**src/sv/sd_host_register_card_model_unit_defines.svh**
```systemverilog
// Assertion macros shared by the SD host register block modules.
// Needs signals named clk and rst in the scope of each use.
`ifndef SD_HOST_REGISTER_CARD_MODEL_UNIT_DEFINES_SVH
`define SD_HOST_REGISTER_CARD_MODEL_UNIT_DEFINES_SVH

`ifndef NO_ASSERTIONS
`define SDHRC_ASSERT(lbl, prop, msg) \
  lbl: assert property (@(posedge clk) disable iff (rst) prop) else $error(msg);
`define SDHRC_ASSERT_ALWAYS(lbl, prop, msg) \
  lbl: assert property (@(posedge clk) prop) else $error(msg);
`else
`define SDHRC_ASSERT(lbl, prop, msg)
`define SDHRC_ASSERT_ALWAYS(lbl, prop, msg)
`endif

`endif

```
**src/sv/sdhrc_pkg.sv**
```systemverilog
// Shared types, register map, command codes and card constants of the
// SD host register block. No dependencies.
`timescale 1ns / 1ps

package sdhrc_pkg;

  localparam int IMAGE_AW    = 16;
  localparam int IMAGE_WORDS = 1 << IMAGE_AW;
  localparam int BLOCK_SHIFT = 7;

  localparam int S_TDATA_W = 40;
  localparam int M_TDATA_W = 40;

  localparam logic [4:0] REG_CMD  = 5'd0;
  localparam logic [4:0] REG_ARG  = 5'd1;
  localparam logic [4:0] REG_RSP0 = 5'd4;
  localparam logic [4:0] REG_RSP3 = 5'd7;
  localparam logic [4:0] REG_DATA = 5'd16;

  localparam logic [1:0] ST_OK      = 2'd0;
  localparam logic [1:0] ST_BAD_REG = 2'd1;
  localparam logic [1:0] ST_BAD_CMD = 2'd2;

  localparam logic [5:0] CMD_GO_IDLE      = 6'd0;
  localparam logic [5:0] CMD_SEND_OP_COND = 6'd1;
  localparam logic [5:0] CMD_ALL_SEND_CID = 6'd2;
  localparam logic [5:0] CMD_SET_RCA      = 6'd3;
  localparam logic [5:0] CMD_SLEEP_AWAKE  = 6'd5;
  localparam logic [5:0] CMD_SELECT       = 6'd7;
  localparam logic [5:0] CMD_SEND_EXT_CSD = 6'd8;
  localparam logic [5:0] CMD_SEND_CSD     = 6'd9;
  localparam logic [5:0] CMD_STOP         = 6'd12;
  localparam logic [5:0] CMD_SEND_STATUS  = 6'd13;
  localparam logic [5:0] CMD_READ_MULTI   = 6'd18;
  localparam logic [5:0] CMD_SET_BLOCKS   = 6'd23;
  localparam logic [5:0] CMD_IO_RW_DIRECT = 6'd52;
  localparam logic [5:0] CMD_APP_CMD      = 6'd55;

  localparam logic [5:0] CMD_WRITE_MULTI  = 6'd25;

  localparam logic [31:0] OCR_VALUE  = 32'h80ff8000;
  localparam logic [31:0] CID_WORD0  = 32'h00000001;
  localparam logic [31:0] CID_WORD3  = 32'h15000000;
  localparam logic [31:0] CSD_WORD0  = 32'h92404001;
  localparam logic [31:0] CSD_WORD1  = 32'hd24b97e3;
  localparam logic [31:0] CSD_WORD2  = 32'h0f5f80ff;
  localparam logic [31:0] CSD_WORD3  = 32'h9026012a;
  localparam logic [31:0] CARD_STATUS = 32'h00000900;

  localparam logic [31:0] EXT_REV_OFS  = 32'd192;
  localparam logic [31:0] EXT_SEC_OFS  = 32'd212;
  localparam logic [31:0] EXT_LAST_OFS = 32'd508;
  localparam logic [31:0] EXT_REV_VAL  = 32'h00000002;
  localparam logic [31:0] EXT_SEC_VAL  = 32'h02000000;
  localparam logic [31:0] WORD_BYTES   = 32'd4;

  typedef enum logic [2:0] {
    KIND_CMD,
    KIND_ARG,
    KIND_RSP,
    KIND_DATA,
    KIND_BAD
  } kind_t;

  typedef struct packed {
    logic        wr;
    kind_t       kind;
    logic [1:0]  rsp_sel;
    logic [31:0] wdata;
  } queue_item_t;

  function automatic logic cmd_known(input logic [5:0] code);
    logic known;
    case (code) inside
      CMD_GO_IDLE, CMD_SEND_OP_COND, CMD_ALL_SEND_CID, CMD_SET_RCA,
      CMD_SLEEP_AWAKE, CMD_SELECT, CMD_SEND_EXT_CSD, CMD_SEND_CSD,
      CMD_STOP, CMD_SEND_STATUS, CMD_READ_MULTI, CMD_SET_BLOCKS,
      CMD_WRITE_MULTI, CMD_IO_RW_DIRECT, CMD_APP_CMD: known = 1'b1;
      default: known = 1'b0;
    endcase
    return known;
  endfunction

endpackage

```
**src/sv/sdhrc_queue.sv**
```systemverilog
// Two-entry queue between the front end and the execution back end.
// Depends on sdhrc_pkg and the assertion macro header.
`timescale 1ns / 1ps
`include "sd_host_register_card_model_unit_defines.svh"

module sdhrc_queue (
  input  logic                   clk,
  input  logic                   rst,
  input  logic                   push,
  input  sdhrc_pkg::queue_item_t push_item,
  output logic                   full,
  input  logic                   pop,
  output logic                   head_valid,
  output sdhrc_pkg::queue_item_t head_item
);
  import sdhrc_pkg::*;

  queue_item_t entry [2];
  logic        wr_ptr;
  logic        rd_ptr;
  logic [1:0]  count;

  assign full       = (count == 2'd2);
  assign head_valid = (count != 2'd0);
  assign head_item  = entry[rd_ptr];

  always_ff @(posedge clk) begin
    if (push) begin
      entry[wr_ptr] <= push_item;
    end
  end

  always_ff @(posedge clk) begin
    if (rst) begin
      wr_ptr <= 1'b0;
      rd_ptr <= 1'b0;
      count  <= 2'd0;
    end else begin
      if (push) begin
        wr_ptr <= !wr_ptr;
      end
      if (pop) begin
        rd_ptr <= !rd_ptr;
      end
      count <= count + {1'b0, push} - {1'b0, pop};
    end
  end

  `SDHRC_ASSERT(a_no_underflow, pop |-> (count != 2'd0), "queue popped while empty")
  `SDHRC_ASSERT(a_no_overflow, push |-> (count != 2'd2) || pop, "queue pushed while full")

endmodule

```
**config.mk**
```make
export PLATFORM = sky130hd
export DESIGN_NAME = sdhrc_queue
export DESIGN_NICKNAME = d
export VERILOG_FILES = /design/src/sv/sdhrc_pkg.sv /design/src/sv/sdhrc_queue.sv
export VERILOG_INCLUDE_DIRS = /design/src /design/src/sv
export SDC_FILE = /design/constraint.sdc
export NUM_CORES = 1
export LEC_CHECK = 0
export BUFFER_PORTS_ARGS = -buffer_cell sky130_fd_sc_hd__clkbuf_2
export CAP_MARGIN = 20
export CORE_AREA = 2 2 114 116
export CTS_BUF_LIST = sky130_fd_sc_hd__clkbuf_2
export DETAILED_ROUTE_END_ITERATION = 8
export DIE_AREA = 0 0 116 118
export GPL_TIMING_DRIVEN = 0
export SYNTH_ARGS = -nofsm -noshare
export SYNTH_HDL_FRONTEND = slang
export SYNTH_SLANG_ARGS = --single-unit
```
**constraint.sdc**
```tcl
create_clock -name clk -period 7.9 [get_ports clk]
set_input_delay 1.58 -clock clk [delete_from_list [all_inputs] [get_ports clk]]
set_output_delay 1.58 -clock clk [all_outputs]
set_load 0.05 [all_outputs]
```
==> metrics.csv <==
stage;metric;value;unit
status;status;finished clean;
timing;RSZ-0062 raised after global routing;no;
timing;relative slew slack;58.4;%
synth;largest family of logic cells by synthesized area;multiplexers;
pwr;PD cells;230;nW/um^2
timing;Final Hold Fails;0;
synth;top post-synthesis cells by area;edfxtp_1 75%, mux2_4 9.9%, mux2_2 6.7%, dfxtp_1 3.3%, buf_6 1.1%;
timing;crit share post-route;43.0;%
flow_run;Max-cap violations;0;
critical_path;Worst Path Max Fanout;10;
global_routing;total congestion overflow;0;
synth;Synth Instances;139;
critical_path;most used cell, CP;buf_6;
die;Core Box Area;12400;um^2
critical_path;critical path class;reg -> out;
synth;Mapped Avg Cell Area;21.9;um^2
placement;worst slack at placement;5040;ps
placement;DP HPWL;3750;um
synth;Synth Area in Compound Gates;0;%
synth;adder-cell share of the synthesized area;0.822;%
synth;Seq/Total Area, Yosys;78.3;%
drt;Via Count;1536;
drt;Detailed Routing Iterations Pass 1;4;
synth;Yosys cell types;14;
critical_path;crit path launch type;flop;
cells_and_area;Fill cells;1267;
drt;DR DRC count;0;
cts;cts repair resizes;0;
drt;Detailed Route Iter0 Violations;74;
die;row count;41;
cts;postcts setup bufs;0;
timing;clock skew;7.89;ps
timing;final setup fails;0;
cts;CTS buffer count;9;
placement;GPL Wtd Cong;0.626;
die;# IOs;82;
cts;Clock Latency Late Sink;510;ps
die;Die W;116;um
timing;max-slew violation count;0;
drt;Vias/cell;3.75;
drt;WL final;5190;um
critical_path;Crit path arrival time;1820;ps
cts;CTS tree;built;
timing;Slew @ Worst Pin;623;ps
synth;Yosys top cell area share;75.0;%
timing;max frequency;294;MHz
global_routing;initial antenna violation count;0;
critical_path;required time worst endpoint;6320;ps
global_routing;largest net degree at the start of global routing;23;
synth;XOR/XNOR Fraction of Synth Area;1.32;%
synth;synthesized area;3040;um^2
synth;Syn Nets;183;
cells_and_area;antenna diode count;0;
min_path;Min-Delay Path Class;reg -> reg;
synth;Ys Warns;0;
cells_and_area;nets@finish;277;
drt;post-route ant nets;0;
synth;simple-gate share of the synthesized area;1.52;%
critical_path;crit-path cells;buf_6, buf_6, mux2_4, clkbuf_2;
pwr;peak supply drop;116;uV
global_routing;GRT Overall Usage;8.19;%
cells_and_area;layout cells sized above 1;58.8;%
pwr;Leak;0.00148;uW
die;Die Height;118;um
cells_and_area;commonest non-fill, non-tap cell in the layout;clkbuf_2;
die;die area;13700;um^2
die;Initial Utilization;24.5;%
cts;Root Driver;clkbuf_2;
timing;final setup margin;4500;ps
critical_path;CP max-delay cell;dfxtp_1;
global_routing;number of global-route vias before repair;1669;
cts;CTS max path bufs;2;
synth;proportion of synthesized area in mux cells;16.5;%
drt;WL per Instance;12.7;um
critical_path;Worst path max stage delay;380;ps
critical_path;CP endpoint kind;primary output;
placement;IO Port Bufs;81;
synth;register bit total from synthesis;81;
timing;Setup Total Neg Slack;0;ps
timing;Fin Hold WS;557;ps
cells_and_area;most frequent cells in the layout;91 x clkbuf_2, 76 x edfxtp_1, 20 x mux2_4, 18 x mux2_2, 5 x dfxtp_1;
cts;H-tree levels;3;
timing;crit path time final;3400;ps
cts;clk slew on worst S/H paths;190;ps
synth;area leader, netlist;edfxtp_1;
cts;hold_buf cts;0;
global_routing;first-pass GRT wire length;8140;um
cts;TritonCTS sink count;81;
cells_and_area;area delta synth->final;25.0;%
==> kinds of logic (layout without fill, tap and decap cells) <==
group,count (synthesis),count (layout)
adders and majority gates,2,2
DFF,81,81
and+or+nand+nor,9,9
xor gates and xnor gates,3,3
buffers and inverters,6,105
muxes,38,38
==> synthesized netlist by cell type, drive strengths merged <==
library cell / number
and2: 1
edfxtp: 76
nor2: 4
or2: 1
mux2: 38
buf: 4
nor2b: 3
xnor3: 1
inv: 2
xnor2: 2
ha: 2
dfxtp: 5
==> power by group <==
| part | internal (uW) | leakage (uW) | switching, uW |
|---|---|---|---|
| sequential | 500 | 0.000755 | 7.89 |
| clock | 37.7 | 0.0000556 | 129 |
| combinational | 67.3 | 0.000669 | 134 |
==> state kept, by name, indices dropped and copies added (netlist names), named ones only <==
register  count
wr_ptr        1
count         2
rd_ptr        1
entry        76
==> area by class of cell <==
class | count | area (um^2) | area share [%]
inverters | 2 | 7.51 | 0.197
clock inverters | 6 | 25.0 | 0.658
well taps | 172 | 215 | 5.66
repair buffers | 83 | 460 | 12.1
multi-input cells | 52 | 623 | 16.4
clock buffers | 10 | 50.0 | 1.32
plain buffers | 4 | 38.8 | 1.02
flip-flops and latches | 81 | 2380 | 62.7
==> per-layer routing <==
| metal | vias up | GRT usage [%] | wire length, um |
|---|---|---|---|
| met5 | - | 0 | 0 |
| met4 | 0 | 3.79 | 89 |
| met3 | 8 | 4.22 | 392 |
| met2 | 50 | 14.0 | 2760 |
| met1 | 753 | 8.16 | 1950 |
| li1 | 725 | - | - |
==> through the flow <==
stage | util [%] | cells | power (uW) | instance area [um^2]
floorplan | - | 139 | 670 | 3040
global placement | 29.5 | 392 | 715 | 3660
detailed placement | 30.0 | 394 | 723 | 3730
CTS | 30.6 | 410 | 896 | 3800
global route | 30.6 | 410 | 924 | 3800
finish | 30.6 | 410 | 876 | 3800
==> worst max-delay path: cells and delay by family (launching register included) <==
family | cells | cell delay, ps
multiplexers | 1 | 310
flip-flops | 1 | 380
buffers and inverters | 3 | 610
==> worst paths after layout <==
kind	start	end	slack, ps	depth (start not counted)
max	flop	head_item[18]	4500	4
max reg2reg	wr_ptr$_SDFFE_PP0P_	entry[1][4]$_DFFE_PP_	6430	2
min reg2reg	rd_ptr$_SDFFE_PP0P_	rd_ptr$_SDFFE_PP0P_	560	2
min	rd_ptr$_SDFFE_PP0P_	rd_ptr$_SDFFE_PP0P_	560	2
Note: power is estimated with default switching activity, not from simulation.
